$ cat config.mk
export PLATFORM = sky130hd
export DESIGN_NAME = icf_front
export DESIGN_NICKNAME = d
export VERILOG_FILES = /design/src/hw/rtl/icf_pkg.sv /design/src/hw/rtl/icf_front.sv
export SDC_FILE = /design/constraint.sdc
export NUM_CORES = 1
export LEC_CHECK = 0
export BUFFER_PORTS_ARGS = -buffer_cell sky130_fd_sc_hd__clkbuf_2
export CAP_MARGIN = 20
export CORE_ASPECT_RATIO = 1.2
export CORE_MARGIN = 1.5
export CORE_UTILIZATION = 35
export CTS_BUF_LIST = sky130_fd_sc_hd__clkbuf_2 sky130_fd_sc_hd__clkbuf_4 sky130_fd_sc_hd__clkbuf_8
export DETAILED_ROUTE_END_ITERATION = 6
export GPL_TIMING_DRIVEN = 0
export PLACE_DENSITY = 0.59
export SETUP_SLACK_MARGIN = 0.1
export SLEW_MARGIN = 20
export SYNTH_ARGS = -nofsm -noshare
export SYNTH_HDL_FRONTEND = slang
export SYNTH_SLANG_ARGS = --single-unit
$ cat constraint.sdc
create_clock -name clk -period 4.5 [get_ports clk]
set_input_delay 0.225 -clock clk [delete_from_list [all_inputs] [get_ports clk]]
set_output_delay 0.225 -clock clk [all_outputs]
set_load 0.05 [all_outputs]
$ cat src/hw/rtl/icf_pkg.sv
// Shared types, constants and helper functions for the tilt and gyro fusion block.
`timescale 1ns / 1ps
package icf_pkg;

  localparam int CORDIC_STEPS_DEF    = 16;
  localparam int ANGLE_FRAC_BITS_DEF = 16;
  localparam int CFG_IDX_W  = 3;
  localparam int CFG_DATA_W = 32;
  localparam int QUEUE_DEPTH = 2;

  localparam logic [CFG_IDX_W-1:0] REG_BLEND_WEIGHT  = 3'd0;
  localparam logic [CFG_IDX_W-1:0] REG_GYRO_OFFSET_X = 3'd1;
  localparam logic [CFG_IDX_W-1:0] REG_GYRO_OFFSET_Y = 3'd2;
  localparam logic [CFG_IDX_W-1:0] REG_GYRO_OFFSET_Z = 3'd3;
  localparam logic [CFG_IDX_W-1:0] REG_GYRO_GAIN     = 3'd4;

  localparam logic [16:0] BLEND_WEIGHT_RST = 17'd64225;
  localparam logic [31:0] GYRO_GAIN_RST    = 32'd32786080;
  localparam logic [16:0] WEIGHT_ONE       = 17'd65536;
  localparam logic [19:0] ROUND_HALF_US    = 20'd500000;
  localparam logic [19:0] US_PER_S         = 20'd1000000;

  // Reciprocal of one million: exact quotient for any 32-bit dividend.
  localparam logic [32:0] US_RECIP       = 33'd4503599628;
  localparam int          US_RECIP_SHIFT = 52;

  // One sample as accepted by the front end.
  typedef struct packed {
    logic signed [15:0] accel_x;
    logic signed [15:0] accel_y;
    logic signed [15:0] accel_z;
    logic signed [15:0] rate_x;
    logic signed [15:0] rate_y;
    logic signed [15:0] rate_z;
    logic        [19:0] elapsed_us;
    logic               seed;
  } sample_t;

  // One result as delivered.
  typedef struct packed {
    logic signed [31:0] fused_x;
    logic signed [31:0] fused_y;
    logic signed [31:0] fused_z;
    logic signed [23:0] tilt_x;
    logic signed [23:0] tilt_y;
    logic signed [23:0] tilt_z;
  } result_t;

  // Register file contents handed to the back end.
  typedef struct packed {
    logic        [16:0] blend_weight;
    logic signed [15:0] gyro_offset_x;
    logic signed [15:0] gyro_offset_y;
    logic signed [15:0] gyro_offset_z;
    logic        [31:0] gyro_gain;
  } cfg_t;

  // Arctangent in Q24 degrees.
  function automatic logic [29:0] atan_q24(input logic [4:0] i);
    case (i)
      5'd0:  atan_q24 = 30'd754974720;
      5'd1:  atan_q24 = 30'd445687602;
      5'd2:  atan_q24 = 30'd235489088;
      5'd3:  atan_q24 = 30'd119537938;
      5'd4:  atan_q24 = 30'd60000934;
      5'd5:  atan_q24 = 30'd30029717;
      5'd6:  atan_q24 = 30'd15018523;
      5'd7:  atan_q24 = 30'd7509720;
      5'd8:  atan_q24 = 30'd3754917;
      5'd9:  atan_q24 = 30'd1877466;
      5'd10: atan_q24 = 30'd938734;
      5'd11: atan_q24 = 30'd469367;
      5'd12: atan_q24 = 30'd234684;
      5'd13: atan_q24 = 30'd117342;
      5'd14: atan_q24 = 30'd58671;
      5'd15: atan_q24 = 30'd29335;
      5'd16: atan_q24 = 30'd14668;
      5'd17: atan_q24 = 30'd7334;
      5'd18: atan_q24 = 30'd3667;
      5'd19: atan_q24 = 30'd1833;
      5'd20: atan_q24 = 30'd917;
      5'd21: atan_q24 = 30'd458;
      5'd22: atan_q24 = 30'd229;
      5'd23: atan_q24 = 30'd115;
      5'd24: atan_q24 = 30'd57;
      5'd25: atan_q24 = 30'd29;
      5'd26: atan_q24 = 30'd14;
      5'd27: atan_q24 = 30'd7;
      5'd28: atan_q24 = 30'd4;
      5'd29: atan_q24 = 30'd2;
      5'd30: atan_q24 = 30'd1;
      default: atan_q24 = 30'd0;
    endcase
  endfunction

  // Clamp a wide signed value to 32 bits.
  function automatic logic signed [31:0] sat32(input logic signed [49:0] v);
    if (v > 50'sd2147483647) sat32 = 32'sh7FFFFFFF;
    else if (v < -50'sd2147483648) sat32 = 32'sh80000000;
    else sat32 = v[31:0];
  endfunction

endpackage

$ cat src/hw/rtl/icf_front.sv
// Front end: accepts samples, tags the seeding sample and queues them.
`timescale 1ns / 1ps
module icf_front
  import icf_pkg::*;
(
  input  logic               clk,
  input  logic               rst,
  input  logic               in_valid,
  output logic               in_ready,
  input  sample_t            in_data,
  output logic               q_valid,
  input  logic               q_ready,
  output sample_t            q_data
);

  localparam int PTR_W = $clog2(QUEUE_DEPTH);

  sample_t            mem [QUEUE_DEPTH];
  logic [PTR_W-1:0]   wr_ptr;
  logic [PTR_W-1:0]   rd_ptr;
  logic [PTR_W:0]     count;
  logic               seeded;
  logic               push;
  logic               pop;
  sample_t            tagged_sample;

  assign in_ready = (count != QUEUE_DEPTH[PTR_W:0]);
  assign push     = in_valid && in_ready;
  assign q_valid  = (count != '0);
  assign pop      = q_valid && q_ready;
  assign q_data   = mem[rd_ptr];

  // Mark the first sample after reset as the seed.
  always_comb begin
    tagged_sample      = in_data;
    tagged_sample.seed = !seeded;
  end

  // Store queue entries.
  always_ff @(posedge clk) begin
    if (push) mem[wr_ptr] <= tagged_sample;
  end

  // Advance pointers and seed flag.
  always_ff @(posedge clk) begin
    if (rst) begin
      wr_ptr <= '0;
      rd_ptr <= '0;
      count  <= '0;
      seeded <= 1'b0;
    end else begin
      if (push) begin
        wr_ptr <= wr_ptr + 1'b1;
        seeded <= 1'b1;
      end
      if (pop) rd_ptr <= rd_ptr + 1'b1;
      count <= count + {{PTR_W{1'b0}}, push} - {{PTR_W{1'b0}}, pop};
    end
  end

endmodule

==> impl_metrics.ini, run 1 <==
[die]
floorplan.initialDensity_pct = 35.77
dieArea_um2 = 26260
core_area_um2 = 24750
placement_rows = 63
floorplan.die.width_um = 148.2
die-height_um = 177.2
floorplan.io_pins = 240

[power_and_ir_drop]
report.power.total_w = 0.006735
internal_power_w = 0.004386
power.density_cell_area_nw_per_um2 = 540.5
share_seq_of_total_power_pct = 41.2
max-vdd-ir-drop_uv = 317.2
static-leakage-power_nw = 4.825
switching_power_w = 0.002349
clock_power_share_pct = 26.5
power_switching_share_pct = 34.87
pwr-share-comb_pct = 32.3

[synth]
synth_area_um2 = 8853
number_of_synthesis_warnings = 0
synth_cells = 398
synth.distinct_cells = 24
synth_sequential_area_ratio_pct = 80.72
synth_area_per_cell_um2 = 22.24
synth-seq-cells = 240
postSynthNetCount = 520

[clocking]
cts_buffers = 38
clock_latency_ps = 520
clk_transition_reported_paths_ps = 60
clock_tree.root_cell = clkbuf_8
post_cts_resize_count = 0
cts_hold_buffers = 119
clk_path_buf_depth = 3
cts_max_level = 2
cts_setup_buffers = 0
tritoncts_clock_tree = yes
cts.sinks = 240

[placement]
dpl_cell_area_um2 = 10540
dp_cells = 963
routabilityCongestion = 0.6850
dp_hpwl_um = 11380
buffer_ports.inserted = 237

[critical_path]
critical_path_destination = q_data[100]
worstRegToRegCells = 4
critical_path.endpoint_type = primary output
worst-endpoint-required_ps = 4280
timing.critical_path.from_type = flop
reg2reg_to = mem[0][112]
cp.arrival_ps = 1950
timing.reg2reg.setup_slack_ps = 2390
critPathMaxFanout = 10
setup.worst_path.class = flop to primary output
worst_r2r_startpoint = count[0]

[finish]
nNetsFinal = 919
area.growth.synth_to_final_pct = 40.73
fin_area_um2 = 12460
n_antenna_cell = 0
stdcell_count = 1147
post-route-util_pct = 50.34
drive_gt1_share_pct = 52.31

[drt]
detail_route.first_pass.iterations = 4
vias = 5109
avgViaCountPerCell = 4.454
wire_per_inst_um = 15.73
ant_nets = 0
postRouteWirelength_um = 18040
remaining_drc_errors = 0
dr.first_iter.drc_count = 148

[sta]
final_period_minus_worst_setup_slack_ps = 2172
unrepaired_setup_endpoints_after_global_routing = no
final_report_setup_violation_count = 0
fin_tns_setup_ps = 0
final.setup_skew_ps = 16.40
timing.final.max_slew_violations = 0
maxSlewHeadroom_pct = 64.61
timing_limited_maximum_frequency_mhz = 460.5
worstMarginPinSlew_ps = 530.9
min_period_over_period_pct = 48.26
final-hold-violation-count = 0

[global_route]
gr-usage-all-layers_pct = 13.70
grt_first_pass_wirelength_um = 28080
grt_pass1_vias = 5776
grt_max_degree = 67
antenna_violations_before_repair = 0
globalRoute.totalOverflow = 0

[worst_hold_path]
worstHoldPathType = input pin to flop

[status]
outcome = completed

[flow_run]
maxCapViolations = 0
## state kept, by name (all words and copies together), names as in the netlist, named ones only
name	count
wr_ptr	1
seeded	1
count	2
rd_ptr	1
mem	234
## worst min path at each step
stage,start,to,depth (start not counted)
floorplan,rst,seeded,1
global placement,in_data[2],mem[0][2],1
detailed placement,in_data[111],mem[1][111],1
CTS,q_ready,rd_ptr,4
global route,q_ready,count[1],3
finish,q_ready,flop,4
## metal layers
metal	up-vias	GRT usage [%]	share of wire, %
met5	-	0	0
met4	0	5.528	3.0
met3	43	4.923	8.0
met2	193	25.51	52
met1	2492	13.75	37
li1	2381	-	-
## cell usage in the layout, fill, tap and decap left out, types with 2 or more instances in the layout
cell type,instances
nor2_1,5
bufinv_16,2
nor2b_1,3
clkinv_1,10
dlygate4sd3_1,119
clkinv_2,4
clkbuf_8,39
buf_6,6
buf_16,3
a21oi_1,2
edfxtp_1,234
mux2_4,30
buf_2,8
dfxtp_1,6
clkbuf_4,9
mux2_2,87
clkbuf_2,237
o21ai_0,2
## synthesized netlist by cell type
library cell | instances | area share (%)
mux2_2 | 87 | 11
dfxtp_1 | 6 | 1.4
or2_2 | 1 | 0.071
a21bo_2 | 1 | 0.11
a21bo_1 | 1 | 0.11
mux2_4 | 30 | 5.1
a21oi_1 | 2 | 0.11
xor2_1 | 1 | 0.099
a211oi_1 | 1 | 0.085
and3_1 | 1 | 0.071
inv_1 | 2 | 0.085
a32oi_1 | 1 | 0.099
mux2_1 | 1 | 0.13
nand2b_1 | 1 | 0.071
nor2b_1 | 3 | 0.21
buf_2 | 8 | 0.45
o21ai_0 | 2 | 0.11
edfxtp_1 | 234 | 79
buf_6 | 6 | 0.76
ha_1 | 1 | 0.14
nand2_1 | 1 | 0.042
nand3b_1 | 1 | 0.085
nor2_1 | 5 | 0.21
nand3_1 | 1 | 0.056
## per-stage QoR
stage / worst slack, ps / hold slack [ps]
2_1_floorplan: 231.7 / 294.1
3_3_place_gp: -852.0 / 413.9
3_5_place_dp: 2393 / 417.1
4_1_cts: 2248 / 125.4
5_1_grt: 2206 / 155.2
6_report: 2328 / 156.3
## kinds of logic after synthesis
logic type	after synthesis	synth area share [%]
muxes	118	16.28
xor gates and xnor gates	1	0.09894
buffers and inverters	16	1.300
AOI/OAI and AO/OA	8	0.6360
adders and majority gates	1	0.1413
and+or+nand+nor	14	0.8198
DFF	240	80.72
## worst max-delay path, cell delays in order (launching register included)
cell and delay (ps):
dfxtp_1 320, buf_6 160, buf_6 180, buf_6 200
mux2_4 320, clkbuf_2 240
## power groups by stage
stage	sequential (W)	combinational, W	clock (W)
floorplan	0.00283	0.00165	0
global placement	0.00285	0.00207	0
detailed placement	0.00282	0.00212	0
CTS	0.00277	0.00221	0.00185
global route	0.00279	0.00229	0.00195
finish	0.00277	0.00218	0.00179
## final cells by class
| cell class | instances | area (um2) |
|---|---|---|
| Fill cell | 2086 | 12290 |
| Inverter | 2 | 12.51 |
| Clock buffer | 48 | 604.3 |
| Clock inverter | 17 | 125.1 |
| Timing Repair Buffer | 359 | 2460 |
| Sequential cell | 240 | 7147 |
| Multi-Input combinational cell | 142 | 1597 |
| Tap cell | 325 | 406.6 |
| Buffer | 14 | 107.6 |
Power figures use the tool's default switching activity.
==> inputs of run 2 (changes only) <==
clock period = 2.1 ns   (was 4.5 ns; I/O delays follow)
==> impl_metrics.ini, run 2 (synthesis gave the netlist of run 1 again) <==
[critical_path]
timing.critical_path.from_type = flop
timing.reg2reg.setup_slack_ps = 390
critical_path.endpoint_type = primary output
worstRegToRegCells = 5
setup.worst_path.class = flop to primary output
reg2reg_to = mem[0][57]
cp.arrival_ps = 1830
critPathMaxFanout = 10
worst-endpoint-required_ps = 2000
worst_r2r_startpoint = count[0]

[placement]
routabilityCongestion = 0.6845
dpl_cell_area_um2 = 10620
dp_hpwl_um = 11750
dp_cells = 966
buffer_ports.inserted = 237

[sta]
final_period_minus_worst_setup_slack_ps = 1935
unrepaired_setup_endpoints_after_global_routing = yes
timing.final.max_slew_violations = 0
final-hold-violation-count = 0
min_period_over_period_pct = 92.16
final.setup_skew_ps = 20.88
maxSlewHeadroom_pct = 67.68
final_report_setup_violation_count = 0
worstMarginPinSlew_ps = 482.1
fin_tns_setup_ps = 0
timing_limited_maximum_frequency_mhz = 516.7

[die]
floorplan.die.width_um = 148.2
floorplan.initialDensity_pct = 35.77
dieArea_um2 = 26260
floorplan.io_pins = 240
die-height_um = 177.2
core_area_um2 = 24750
placement_rows = 63

[finish]
largest_register_ff_count = 234
biggestRegsByFlops = mem (234), count (2)
area.growth.synth_to_final_pct = 43.95
n_antenna_cell = 0
layout_commonest_cell = edfxtp_1
layout.filler_cells = 2052
max_flop_register = mem
nNetsFinal = 931
fin_area_um2 = 12740
stdcell_count = 1162
most-common-layout-cells = edfxtp_1 (234), clkbuf_2 (167), dlygate4sd3_1 (120)
drive_gt1_share_pct = 53.52

[clocking]
clk_path_buf_depth = 3
clock_latency_ps = 520
cts_max_level = 2
cts.sinks = 240
tritoncts_clock_tree = yes
cts_buffers = 39
clock_tree.root_cell = clkbuf_8
clk_transition_reported_paths_ps = 70

[worst_hold_path]
worst_hold_path.endpoint = mem[1][16]
hold_path.startpoint = in_data[16]
worst_hold_path.num_cells = 2
worstHoldPathType = input pin to flop

[global_route]
globalRoute.totalOverflow = 0
antenna_violations_before_repair = 0
grt_max_degree = 52
gr-usage-all-layers_pct = 13.91
grt_pass1_vias = 5659
grt_first_pass_wirelength_um = 28210

[power_and_ir_drop]
static-leakage-power_nw = 4.920
report.power.total_w = 0.01471
max-vdd-ir-drop_uv = 776.1
power.density_cell_area_nw_per_um2 = 1154

[drt]
detail_route.first_pass.iterations = 4
vias = 5096
avgViaCountPerCell = 4.386
wire_per_inst_um = 15.94
remaining_drc_errors = 0
ant_nets = 0
postRouteWirelength_um = 18530
dr.first_iter.drc_count = 164

[flow_run]
maxCapViolations = 0

[status]
outcome = completed
==> run 2: cell count changes in the layout (fill, tap and decap cells not counted), moves of 3 or more <==
cell,previous run,this run
clkbuf_2,237,167
buf_2,8,39
clkbuf_4,9,35
buf_4,0,18
buf_12,0,4
buf_6,6,3
clkbuf_8,39,42
dfxtp_1,6,3
dfxtp_2,0,3
==> run 2: final cells by class <==
cell class                      count  area [um2]  share of cell area [%]
Clock inverter                     18       105.1                  0.8247
Timing Repair Buffer              369        2670                   20.95
Buffer                             14       152.6                   1.198
Multi-Input combinational cell    142        1604                   12.59
Sequential cell                   240        7151                   56.11
Tap cell                          325       406.6                   3.191
Clock buffer                       51       639.4                   5.017
Inverter                            2       11.26                 0.08836
Timing Repair inverter              1       5.005                 0.03927
==> run 2: worst max path at each step <==
stage	start	end	slack (ps)
5_1_grt	flop	q_data[97]	80
3_3_place_gp	count[0]	mem[0][86]	-1640
2_1_floorplan	count[0]	mem[0][0]	-770
3_5_place_dp	count[0]	mem[0][75]	100
4_1_cts	flop	q_data[92]	100
6_report	flop	q_data[104]	160
==> run 2: where the power goes <==
part	total (W)	switching (W)	internal [W]
Combinational	0.00492	0.00324	0.00168
Sequential	0.00596	0.000131	0.00582
Clock	0.00384	0.00173	0.00211
Total	0.0147	0.00510	0.00961
==> run 2: what timing repair did <==
action                                  CTS  global route
setup buffers                             0             5
cloned                                    2             0
hold endpoints to repair                238             0
gates resized for setup                  48            45
hold buffers                            120             0
endpoints found under the setup margin  130            88
==> run 2: worst max-delay path, cell delays in order, from the launching register on <==
cell and delay, ps:
dfxtp_2 350, buf_6 130, buf_12 140, buf_8 170
mux2_4 310, clkbuf_4 210
==> run 2: per-layer routing <==
| layer | up-vias | share of wire (%) | global-route usage, % |
|---|---|---|---|
| met1 | 2464 | 37 | 14.76 |
| met5 | - | 0 | 0 |
| met2 | 184 | 53 | 25.76 |
| met3 | 37 | 7.0 | 4.253 |
| li1 | 2411 | - | - |
| met4 | 0 | 2.8 | 5.198 |
==> run 2: metrics by stage <==
step,hold WS (ps),util [%],worst slack [ps]
global route,263.8,51.49,80.78
CTS,281.6,51.32,98.54
detailed placement,297.7,42.89,103.9
global placement,293.6,42.27,-1636
floorplan,169.2,-,-769.0
finish,312.9,51.49,164.6
==> inputs of run 3 (changes only) <==
CORE_UTILIZATION = 54   (was 35)
PLACE_DENSITY = 0.84   (was 0.59)
==> impl_metrics.ini, run 3 (synthesis gave the netlist of run 1 again) <==
[finish]
layout_commonest_cell = edfxtp_1
post-route-util_pct = 76.97
largest_register_ff_count = 234
nNetsFinal = 920
area.growth.synth_to_final_pct = 40.36
max_flop_register = mem
biggestRegsByFlops = mem (234), count (2)
most-common-layout-cells = edfxtp_1 (234), clkbuf_2 (197), dlygate4sd3_1 (119)
drive_gt1_share_pct = 52.50

[clocking]
cts_buffers = 36
clk_transition_reported_paths_ps = 60
clock_latency_ps = 520
cts_max_level = 2
clk_path_buf_depth = 3
tritoncts_clock_tree = yes
cts.sinks = 240
clock_tree.root_cell = clkbuf_8

[sta]
min_period_over_period_pct = 93.41
maxSlewHeadroom_pct = 64.65
final_worst_hold_slack_ps = 322.9
worstMarginPinSlew_ps = 530.3
final-hold-violation-count = 0
timing_limited_maximum_frequency_mhz = 509.8
unrepaired_setup_endpoints_after_global_routing = yes
timing.final.max_slew_violations = 0
final_period_minus_worst_setup_slack_ps = 1962
fin_tns_setup_ps = 0
final.setup_skew_ps = 19.10
final_report_setup_violation_count = 0

[die]
dieArea_um2 = 17180
floorplan.die.width_um = 119.9
floorplan.io_pins = 240
core_area_um2 = 16140
die-height_um = 143.3
placement_rows = 51
floorplan.initialDensity_pct = 54.84

[power_and_ir_drop]
report.power.total_w = 0.01442
power.density_cell_area_nw_per_um2 = 1160
static-leakage-power_nw = 4.830
max-vdd-ir-drop_uv = 1085

[placement]
dp_hpwl_um = 11400
routabilityCongestion = 0.7208
buffer_ports.inserted = 237

[drt]
dr.first_iter.drc_count = 279
vias = 5189
ant_nets = 0
remaining_drc_errors = 0
avgViaCountPerCell = 5.028
postRouteWirelength_um = 19800
wire_per_inst_um = 19.19
detail_route.first_pass.iterations = 4

[global_route]
antenna_violations_before_repair = 1
grt_max_degree = 43
grt_pass1_vias = 5638
globalRoute.totalOverflow = 0
grt_first_pass_wirelength_um = 29200
gr-usage-all-layers_pct = 22.75

[critical_path]
setup.worst_path.class = flop to primary output
critical_path.endpoint_type = primary output
worst-endpoint-required_ps = 2000
cp.arrival_ps = 1860
timing.critical_path.from_type = flop
timing.reg2reg.setup_slack_ps = 210
critPathMaxFanout = 10

[worst_hold_path]
worstHoldPathType = input pin to flop

[status]
outcome = completed

[flow_run]
maxCapViolations = 0
-- run 3: cell count changes in the layout (fill, tap and decap cells not counted), moves of 2 or more --
| cell | previous run | this run |
|---|---|---|
| clkinv_2 | 6 | 2 |
| clkbuf_2 | 167 | 197 |
| buf_12 | 4 | 6 |
| clkbuf_8 | 42 | 37 |
| buf_4 | 18 | 12 |
| buf_16 | 4 | 2 |
| buf_2 | 39 | 10 |
-- run 3: path summary, 6_finish.rpt --
path	endpoint	start	depth (start not counted)
worst max-delay path	q_data[104]	flop	5
worst min-delay path	mem[0][43]	in_data[43]	2
worst max register to register	mem[0][29]	count[0]	5
worst min register to register	flop	rd_ptr	2
-- run 3: area by class of cell --
class                   count  area [um2]
multi-input cells         142        1604
repair buffers            362        2587
diodes                      1       2.502
clock buffers              46       576.8
inverters                   2       11.26
well taps                 212       265.3
clock inverters            13       77.57
fillers                   852        3717
plain buffers              14       152.6
flip-flops and latches    240        7149
-- run 3: routing by layer --
| layer | part of all wire [%] | GRT usage [%] | vias up |
|---|---|---|---|
| li1 | - | - | 2382 |
| met2 | 56 | 43.19 | 224 |
| met3 | 6.3 | 5.711 | 49 |
| met5 | 0 | 0 | - |
| met1 | 35 | 24.24 | 2534 |
| met4 | 3.2 | 8.584 | 0 |
-- run 3: repair_timing --
item	4_1_cts	5_1_grt
hold buffers	119	0
hold endpoints to repair	238	0
pin swaps	0	0
resized for setup	43	15
setup buffers	0	0
setup endpoints to repair	94	43
-- run 3: per-stage QoR --
stage	instances	setup WS, ps	area (um2)
6_report	1032	138.4	12430
5_1_grt	1032	70.32	12430
4_1_cts	1031	75.20	12420
3_5_place_dp	853	217.1	10460
3_3_place_gp	847	-1491	10320
2_1_floorplan	398	-769.0	8869
-- run 3: worst max-delay path: stages (launching register included) --
cell and delay, ps:
dfxtp_1 320, buf_6 170, buf_12 160, buf_8 170
mux2_4 310, clkbuf_4 210
-- run 3: report_power, final --
part	switching (W)	internal (W)	total, W
Clock	0.00165	0.00190	0.00355
Combinational	0.00327	0.00163	0.00490
Sequential	0.000144	0.00582	0.00597
Total	0.00506	0.00936	0.0144
